File: src/rtl/core/rswf_pkg.sv
// Shared types, command codes and helper functions for the state write filter.
package rswf_pkg;

  localparam logic [2:0] CMD_RENDER    = 3'd0;
  localparam logic [2:0] CMD_TEX_BIND  = 3'd1;
  localparam logic [2:0] CMD_STAGE     = 3'd2;
  localparam logic [2:0] CMD_SAMPLER   = 3'd3;
  localparam logic [2:0] CMD_DEV_RESET = 3'd4;
  localparam logic [2:0] CMD_CLEAR_ALL = 3'd5;

  localparam int FORCED_COUNT = 8;
  localparam logic [8:0] FORCED_STATES [FORCED_COUNT] = '{
    9'd7, 9'd14, 9'd15, 9'd19, 9'd20, 9'd24, 9'd25, 9'd27
  };

  typedef struct packed {
    logic [2:0]  cmd;
    logic [8:0]  slot;
    logic [5:0]  state_type;
    logic [31:0] value;
  } item_t;

  typedef struct packed {
    logic        pass_on;
    logic [2:0]  kind_out;
    logic [8:0]  slot_out;
    logic [5:0]  type_out;
    logic [31:0] value_out;
  } result_t;

  typedef struct packed {
    logic        ok;
    logic [31:0] val;
  } entry_t;

  typedef struct packed {
    logic load;
    logic check;
    logic sweep;
  } ctl_t;

  typedef struct packed {
    logic       sweep_last;
    logic [2:0] kind;
  } sts_t;

  function automatic logic is_forced(input logic [8:0] s);
    logic hit;
    hit = 1'b0;
    for (int i = 0; i < FORCED_COUNT; i++) begin
      if (FORCED_STATES[i] == s) hit = 1'b1;
    end
    return hit;
  endfunction

endpackage

File: src/rtl/core/rswf_ctrl.sv
// Controller state machine that sequences accept, compare and table sweeps.
module rswf_ctrl (
  input  logic            clk,
  input  logic            rst,
  input  logic            start,
  input  rswf_pkg::sts_t  sts,
  output rswf_pkg::ctl_t  ctl,
  output logic            busy
);
  import rswf_pkg::*;

  typedef enum logic [2:0] {
    S_SWEEP = 3'b001,
    S_IDLE  = 3'b010,
    S_CHECK = 3'b100
  } state_t;

  state_t state, state_next;

  always_ff @(posedge clk) begin
    if (rst) begin
      state <= S_SWEEP;
    end else begin
      state <= state_next;
    end
  end

  always_comb begin
    state_next = state;
    ctl        = '0;
    busy       = 1'b1;
    unique case (state)
      S_SWEEP: begin
        ctl.sweep = 1'b1;
        if (sts.sweep_last) state_next = S_IDLE;
      end
      S_IDLE: begin
        busy = 1'b0;
        if (start) begin
          ctl.load   = 1'b1;
          state_next = S_CHECK;
        end
      end
      S_CHECK: begin
        ctl.check = 1'b1;
        if (sts.kind == CMD_DEV_RESET || sts.kind == CMD_CLEAR_ALL) begin
          state_next = S_SWEEP;
        end else begin
          state_next = S_IDLE;
        end
      end
      default: begin
        state_next = S_IDLE;
      end
    endcase
  end

endmodule

File: config.mk
export PLATFORM = sky130hd
export DESIGN_NAME = rswf_ctrl
export DESIGN_NICKNAME = d
export VERILOG_FILES = /design/src/rtl/core/rswf_pkg.sv /design/src/rtl/core/rswf_ctrl.sv
export SDC_FILE = /design/constraint.sdc
export NUM_CORES = 1
export LEC_CHECK = 0
export BUFFER_PORTS_ARGS = -buffer_cell sky130_fd_sc_hd__buf_2
export CORE_AREA = 2 2 39 41
export DETAILED_ROUTE_END_ITERATION = 8
export DIE_AREA = 0 0 41 43
export GPL_TIMING_DRIVEN = 0
export HOLD_SLACK_MARGIN = 0.03
export PLACE_DENSITY = 0.4
export SLEW_MARGIN = 20
export SYNTH_ARGS = -nofsm -noshare
export SYNTH_HDL_FRONTEND = slang
export SYNTH_SLANG_ARGS = --single-unit
File: constraint.sdc
create_clock -name clk -period 1.3 [get_ports clk]
set_input_delay 0.26 -clock clk [delete_from_list [all_inputs] [get_ports clk]]
set_output_delay 0.26 -clock clk [all_outputs]
set_load 0.05 [all_outputs]
==> impl_metrics.ini, run 1 <==
[setup_path]
cp-start-kind = flop
critical_path.top_delay_family = flip-flops
cp_num_buf_inv = 1
critical-path-slowest-cell = dfxtp_4
slowest_delay_ps = 350
crit_chain = nor4bb_4 > buf_6
path_class = flop to output pin
worstPathArrival_ps = 1110
path_max_fanout = 3
endpoint_kind = output pin
cp.required_ps = 1040

[timing]
relSlewSlack_pct = 59.6
setup_viol = 3
fin_crit_ps = 1370
final.setup.worst_slack_ps = -66.2
hold_viol = 0
tightest_slew_ps = 598
whs_ps = 213
clock_skew_ps = 1.69
finalSetupTns_ps = -113
timing.final.max_slew_violations = 0
fmax_ghz = 0.732
rsz0062_at_grt = true
finalCritPeriodShare_pct = 105

[grt]
grt_pass1_wl_um = 607
antenna_found_initial = 0
grt_use_total_pct = 6.14
grt_start_max_net_pins = 6
grt_pass1_vias = 162
grt_overflow = 0

[cts]
cts_made_buffers = 3
cts_tree = yes
root_buffer = clkbuf_4
ctsLongestPathBuffers = 2
worstSkewPairLatency_ps = 230
path_clk_slew_ps = 40
cts.sinks = 3
h-tree-depth = 1

[synth]
synthesis.nets = 20
netlist_top_cells_count = dfxtp_1, nor3b_1
ys_top_cells_by_area = dfxtp_1, nor4bb_4, nor3b_1
ys.flop_type = dfxtp_1
ys_ff_latch = 3
async_reset_ff_share_pct = 0
synth_top_cell_by_area = dfxtp_1
seq_area_frac_synth_pct = 40.3
synth_edf_count = 0
syn_avg_cell_area_sq_um = 11.5
netlist-cell-type-count = 9
synth_top_area_share_pct = 40.3
synth_cells = 13
synth_area_sq_um = 149
synth_warnings = 0

[floorplan]
fp.coreArea_sq_um = 1380
placementRows = 14
initial_core_util_pct = 10.8
io_pins = 11
dieWidth_um = 41
die_y_um = 43
die_area_sq_um = 1760

[layout]
nets = 37
syn_to_final_growth_pct = 109
fillers = 154
diodes = 0
largestRegisters = state (3)
fin_cells = 45
largest_register_ffs = 3
drive_gt1_share_pct = 79.3
max_flop_register = state
final_core_util_pct = 22.5

[route]
drc = 0
ant_nets = 0
routed_wl_um = 430
drtPass1Iterations = 2
drt-initial-drc-count = 2
via_per_inst = 3.71
wl_per_cell_um = 9.56
vias = 167

[power_and_ir_drop]
irDropWorstVdd_v = 0.000215
p_leak_nw = 0.131
powerDensity_nw_per_um2 = 1130

[status]
violations = negative setup slack
status = complete, but fails checks

[placed_design]
dp.cells = 38
gp_congestion = 0.529
port_buffers = 9

[min_path]
hp-class = input port to flop

[flow_run]
maxCapViolations = 0
==> per-stage QoR <==
step                instance area (sq um)  power (mW)  setup WS, ps
floorplan                             173       0.159         -86.3
detailed placement                    238       0.178          26.7
finish                                312       0.353         -66.2
global route                          312       0.367          -112
global placement                      238       0.176          78.3
CTS                                   288       0.358         -65.5
==> cell type report <==
class                           count  area [sq um]  share of cell area [%]
Sequential cell                     3          68.8                    22.1
Timing Repair Buffer               12          86.3                    27.7
Tap cell                           16          20.0                    6.43
Multi-Input combinational cell     10           110                    35.3
Clock buffer                        4          26.3                    8.43
==> placed cells by master (no fill, tap or decap) <==
master     Yosys  layout
nor4bb_4       1       1
dfxtp_4        0       2
buf_4          0       3
nand2_1        1       1
nor2b_1        1       1
nor4b_1        1       1
a211o_2        1       1
a2111oi_0      1       1
nor3b_2        0       2
buf_2          0       6
clkbuf_4       0       3
buf_6          0       3
nor2_1         1       1
dfxtp_2        0       1
nor3b_4        0       1
clkbuf_1       0       1
==> where the power goes <==
group / internal [mW] / switching [mW] / leakage (nW)
Combinational: 0.0366 / 0.0408 / 0.0900
Sequential: 0.0979 / 0.0116 / 0.0261
Clock: 0.115 / 0.0504 / 0.0150
==> path summary, 6_finish.rpt <==
check | to | from | depth (start not counted) | slack (ps)
max | ctl[2] | state[0] | 2 | -70
min | state[2] | rst | 2 | 210
max reg2reg | state[1] | state[0] | 3 | 50
min reg2reg | state[2] | state[2] | 2 | 640
==> cell families (layout without fill, tap and decap cells) <==
kind of cell	Yosys count	after routing	share of synthesized area (%)
and+or+nand+nor	8	8	47.1
DFF	3	3	40.3
AOI/OAI and AO/OA	2	2	12.6
buffers and inverters	0	16	0
==> repair_timing <==
action / CTS / global route
gates resized for setup: 6 / 3
pin swaps: 1 / 1
hold buffers: 0 / 0
setup buffers: 1 / 2
setup endpoints to repair: 4 / 3
==> routing by layer <==
layer	global-route usage, %	part of all wire, %	vias to the layer above
met1	5.83	42	71
met2	6.88	41	12
met3	3.14	12	2
li1	-	-	82
met5	0	0	-
met4	10.0	4.2	0
==> worst register-to-register path, cell delays in order, from the launching register on <==
cell and delay (ps):
dfxtp_4 370, buf_4 120, nor4b_1 500, a2111oi_0 120
Power figures use the tool's default switching activity.
==> run 2, diff against run 1 <==
==> constraint.sdc (replaced) <==
create_clock -name clk -period 1.7 [get_ports clk]
set_input_delay 0.34 -clock clk [delete_from_list [all_inputs] [get_ports clk]]
set_output_delay 0.34 -clock clk [all_outputs]
set_load 0.05 [all_outputs]
==> impl_metrics.ini, run 2 (synthesis gave the netlist of run 1 again) <==
[timing]
rsz0062_at_grt = false
hold_viol = 0
relSlewSlack_pct = 66.3
fmax_ghz = 0.630
fin_crit_ps = 1590
setup_viol = 0
timing.final.max_slew_violations = 0
finalCritPeriodShare_pct = 93.3
tightest_slew_ps = 499
clock_skew_ps = 2.88
finalSetupTns_ps = 0

[setup_path]
critical_path.top_delay_family = flip-flops
cp-start-kind = flop
critical-path-slowest-cell = dfxtp_1
path_max_fanout = 5
worstRegToRegCells = 2
timing.rr.end = state[1]
cp_num_buf_inv = 1
r2r-start = state[0]
crit_chain = nor3b_2 > buf_2
cp.required_ps = 1360
reg2reg_slack_ps = 550
path_class = flop to output pin
slowest_delay_ps = 430
endpoint_kind = output pin
worstPathArrival_ps = 1250

[cts]
worstSkewPairLatency_ps = 230
ctsLongestPathBuffers = 2
path_clk_slew_ps = 30
hold_buffers = 0
post_cts_buffers = 0
cts.sinks = 3
root_buffer = clkbuf_4
h-tree-depth = 1
cts_made_buffers = 3
cts_tree = yes
cts_resized = 0

[route]
wl_met3_um = 61
top_layer_used = met4
ant_nets = 0
drt-initial-drc-count = 7
vias = 156
met1Wirelength_um = 167
routed_wl_um = 370
wl_met2_um = 133
wl_per_cell_um = 8.81
drc = 0
via_per_inst = 3.71
drtPass1Iterations = 3

[floorplan]
io_pins = 11
initial_core_util_pct = 10.8
die_area_sq_um = 1760
fp.coreArea_sq_um = 1380
dieWidth_um = 41
die_y_um = 43
placementRows = 14

[min_path]
holdPathStages = 2
hp-class = input port to flop
hold_path_startpoint = rst
min_to = state[2]

[grt]
grt_overflow = 0
grt_use_total_pct = 6.22
antenna_found_initial = 0
grt_pass1_vias = 171
grt_start_max_net_pins = 6
grt_pass1_wl_um = 648

[power_and_ir_drop]
powerDensity_nw_per_um2 = 1020
power_frac_clock_pct = 48.6
seq_power_share_pct = 32.6
netSwitchingPower_mw = 0.0716
p_leak_nw = 0.105
intPower_mw = 0.183
sw_frac_of_total_pct = 28.2
comb_power_share_pct = 18.7
irDropWorstVdd_v = 0.000238

[layout]
largestRegisters = state (3)
drive_gt1_share_pct = 61.5
max_flop_register = state
syn_to_final_growth_pct = 68.1
final_area_sq_um = 250
mostFrequentLayoutCells = buf_2, clkbuf_4, dfxtp_1
nets = 34
final_core_util_pct = 18.1
diodes = 0
largest_register_ffs = 3
final_common_cell = buf_2

[placed_design]
gp_congestion = 0.539
placed_cell_area_sq_um = 224
port_buffers = 9
dpl.hpwl_um = 283

[flow_run]
maxCapViolations = 0

[status]
status = completed
run 2: power by group through the flow:
stage	clock (mW)	sequential [mW]	combinational (mW)
detailed placement	0	0.0842	0.0478
global placement	0	0.0838	0.0468
CTS	0.131	0.0831	0.0481
finish	0.124	0.0830	0.0477
floorplan	0	0.0831	0.0353
global route	0.139	0.0843	0.0513
run 2: worst max path at each step:
| stage | from | endpoint | depth (start not counted) |
|---|---|---|---|
| 2_1_floorplan | state[2] | state[1] | 2 |
| 3_3_place_gp | start | ctl[2] | 3 |
| 3_5_place_dp | start | ctl[2] | 3 |
| 4_1_cts | state[2] | ctl[2] | 2 |
| 5_1_grt | state[2] | ctl[1] | 2 |
| 6_report | state[2] | ctl[1] | 2 |
run 2: through the flow:
stage | cells | hold slack [ps] | power [mW] | setup WS [ps]
floorplan | 13 | 416 | 0.118 | 150
global placement | 38 | 535 | 0.131 | 331
detailed placement | 38 | 544 | 0.132 | 308
CTS | 42 | 297 | 0.262 | 98.7
global route | 42 | 291 | 0.275 | 24.1
finish | 42 | 307 | 0.254 | 113
run 2: cell type report:
| type | count | area (sq um) |
|---|---|---|
| repair buffers | 9 | 45.0 |
| fillers | 157 | 1130 |
| flip-flops and latches | 3 | 60.1 |
| well taps | 16 | 20.0 |
| multi-input cells | 10 | 98.8 |
| clock buffers | 4 | 26.3 |
run 2: routing by layer:
metal  vias up  global-route usage [%]
li1         79                       -
met1        65                    6.43
met2        10                    6.56
met3         2                    6.28
met4         0                    6.00
met5         -                       0
==> run 3, diff against run 2 <==
--- a/config.mk
+++ b/config.mk
@@ -6,12 +6,14 @@
 export NUM_CORES = 1
 export LEC_CHECK = 0
 export BUFFER_PORTS_ARGS = -buffer_cell sky130_fd_sc_hd__buf_2
+export CELL_PAD_IN_SITES_DETAIL_PLACEMENT = 0
+export CELL_PAD_IN_SITES_GLOBAL_PLACEMENT = 1
 export CORE_AREA = 2 2 39 41
 export DETAILED_ROUTE_END_ITERATION = 8
 export DIE_AREA = 0 0 41 43
 export GPL_TIMING_DRIVEN = 0
 export HOLD_SLACK_MARGIN = 0.03
-export PLACE_DENSITY = 0.4
+export PLACE_DENSITY = 0.47
 export SLEW_MARGIN = 20
 export SYNTH_ARGS = -nofsm -noshare
 export SYNTH_HDL_FRONTEND = slang
==> constraint.sdc (replaced) <==
create_clock -name clk -period 1.5 [get_ports clk]
set_input_delay 0.3 -clock clk [delete_from_list [all_inputs] [get_ports clk]]
set_output_delay 0.3 -clock clk [all_outputs]
set_load 0.05 [all_outputs]
==> impl_metrics.ini, run 3 (synthesis gave the netlist of run 1 again) <==
[grt]
antenna_found_initial = 0
grt_pass1_vias = 170
grt_overflow = 0
grt_use_total_pct = 6.82
grt_start_max_net_pins = 6
grt_pass1_wl_um = 690

[min_path]
hold_path_startpoint = rst
hp-class = input port to flop

[floorplan]
die_area_sq_um = 1760
die_y_um = 43
fp.coreArea_sq_um = 1380
placementRows = 14
initial_core_util_pct = 10.8
dieWidth_um = 41
io_pins = 11

[timing]
fin_crit_ps = 1410
whs_ps = 256
timing.final.max_slew_violations = 0
tightest_slew_ps = 526
hold_viol = 0
clock_skew_ps = 0.978
final.setup.worst_slack_ps = 94.7
finalSetupTns_ps = 0
rsz0062_at_grt = false
relSlewSlack_pct = 64.5
fmax_ghz = 0.712
setup_viol = 0
finalCritPeriodShare_pct = 93.7

[power_and_ir_drop]
irDropWorstVdd_v = 0.000338
finalPower_mw = 0.301
powerDensity_nw_per_um2 = 1080
p_leak_nw = 0.116

[cts]
cts.sinks = 3
cts_made_buffers = 3
ctsLongestPathBuffers = 2
h-tree-depth = 1
path_clk_slew_ps = 40
root_buffer = clkbuf_4
cts_tree = yes
worstSkewPairLatency_ps = 230

[layout]
diodes = 0
fillers = 156
max_flop_register = state
syn_to_final_growth_pct = 87.4
mostFrequentLayoutCells = buf_2, clkbuf_4, dfxtp_2
drive_gt1_share_pct = 74.1
final_common_cell = buf_2
largest_register_ffs = 3
largestRegisters = state (3)
nets = 35

[route]
ant_nets = 0
drc = 0
drtPass1Iterations = 2
drt-initial-drc-count = 2
routed_wl_um = 411
vias = 161
wl_per_cell_um = 9.56
via_per_inst = 3.74

[status]
status = completed

[setup_path]
crit_chain = nor4bb_4 > buf_6
cp-start-kind = flop
endpoint_kind = output pin
path_class = flop to output pin
critical-path-slowest-cell = dfxtp_2
r2r-start = state[1]
cp.required_ps = 1200
worstPathArrival_ps = 1110
path_max_fanout = 5
critPathLaunch = state[2]
cp_num_buf_inv = 1
reg2reg_slack_ps = 290
critical_path.top_delay_family = flip-flops
slowest_delay_ps = 350

[placed_design]
dpl.hpwl_um = 299
port_buffers = 9
dpl_worst_slack_ps = 185
gp_congestion = 0.558

[flow_run]
maxCapViolations = 0
==> run 3: changes by cell type in the layout (fill, tap and decap cells not counted), sizes merged <==
cell,before,now
clkbuf,4,5
==> run 3: final timing paths <==
path / to / cells after the start
setup / recovery: ctl[2] / 2
hold / removal: state[2] / 2
setup reg to reg: state[1] / 3
hold reg to reg: state[2] / 2
==> run 3: cell type report <==
class / instances / area (sq um) / share of cell area (%)
Clock buffer: 4 / 26.3 / 9.42
Multi-Input combinational cell: 10 / 105 / 37.7
Sequential cell: 3 / 63.8 / 22.9
Tap cell: 16 / 20.0 / 7.17
Timing Repair Buffer: 10 / 63.8 / 22.9
==> run 3: metal layers <==
metal | wire length, um | vias up | global-route usage [%]
met2 | 164 | 12 | 7.19
met3 | 64 | 2 | 6.28
met4 | 4 | 0 | 8.00
met1 | 178 | 68 | 6.73
li1 | - | 79 | -
met5 | 0 | - | 0
==> run 3: repair_timing <==
item | CTS | global route
endpoints found under the setup margin | 2 | 2
hold buffers | 0 | 0
resized for setup | 5 | 3
setup buffers | 0 | 1
pin swaps | 0 | 0
==> run 3: through the flow <==
step | instance area (sq um) | utilization (%) | instances
3_3_place_gp | 224 | 16.2 | 38
3_5_place_dp | 224 | 16.2 | 38
6_report | 279 | 20.2 | 43
4_1_cts | 267 | 19.3 | 42
2_1_floorplan | 159 | - | 13
5_1_grt | 279 | 20.2 | 43
==> run 3: power breakdown <==
part / internal, mW / total [mW] / switching, mW / leakage, nW
clock: 0.0998 / 0.144 / 0.0439 / 0.0150
combinational: 0.0262 / 0.0598 / 0.0336 / 0.0754
sequential: 0.0869 / 0.0974 / 0.0105 / 0.0255
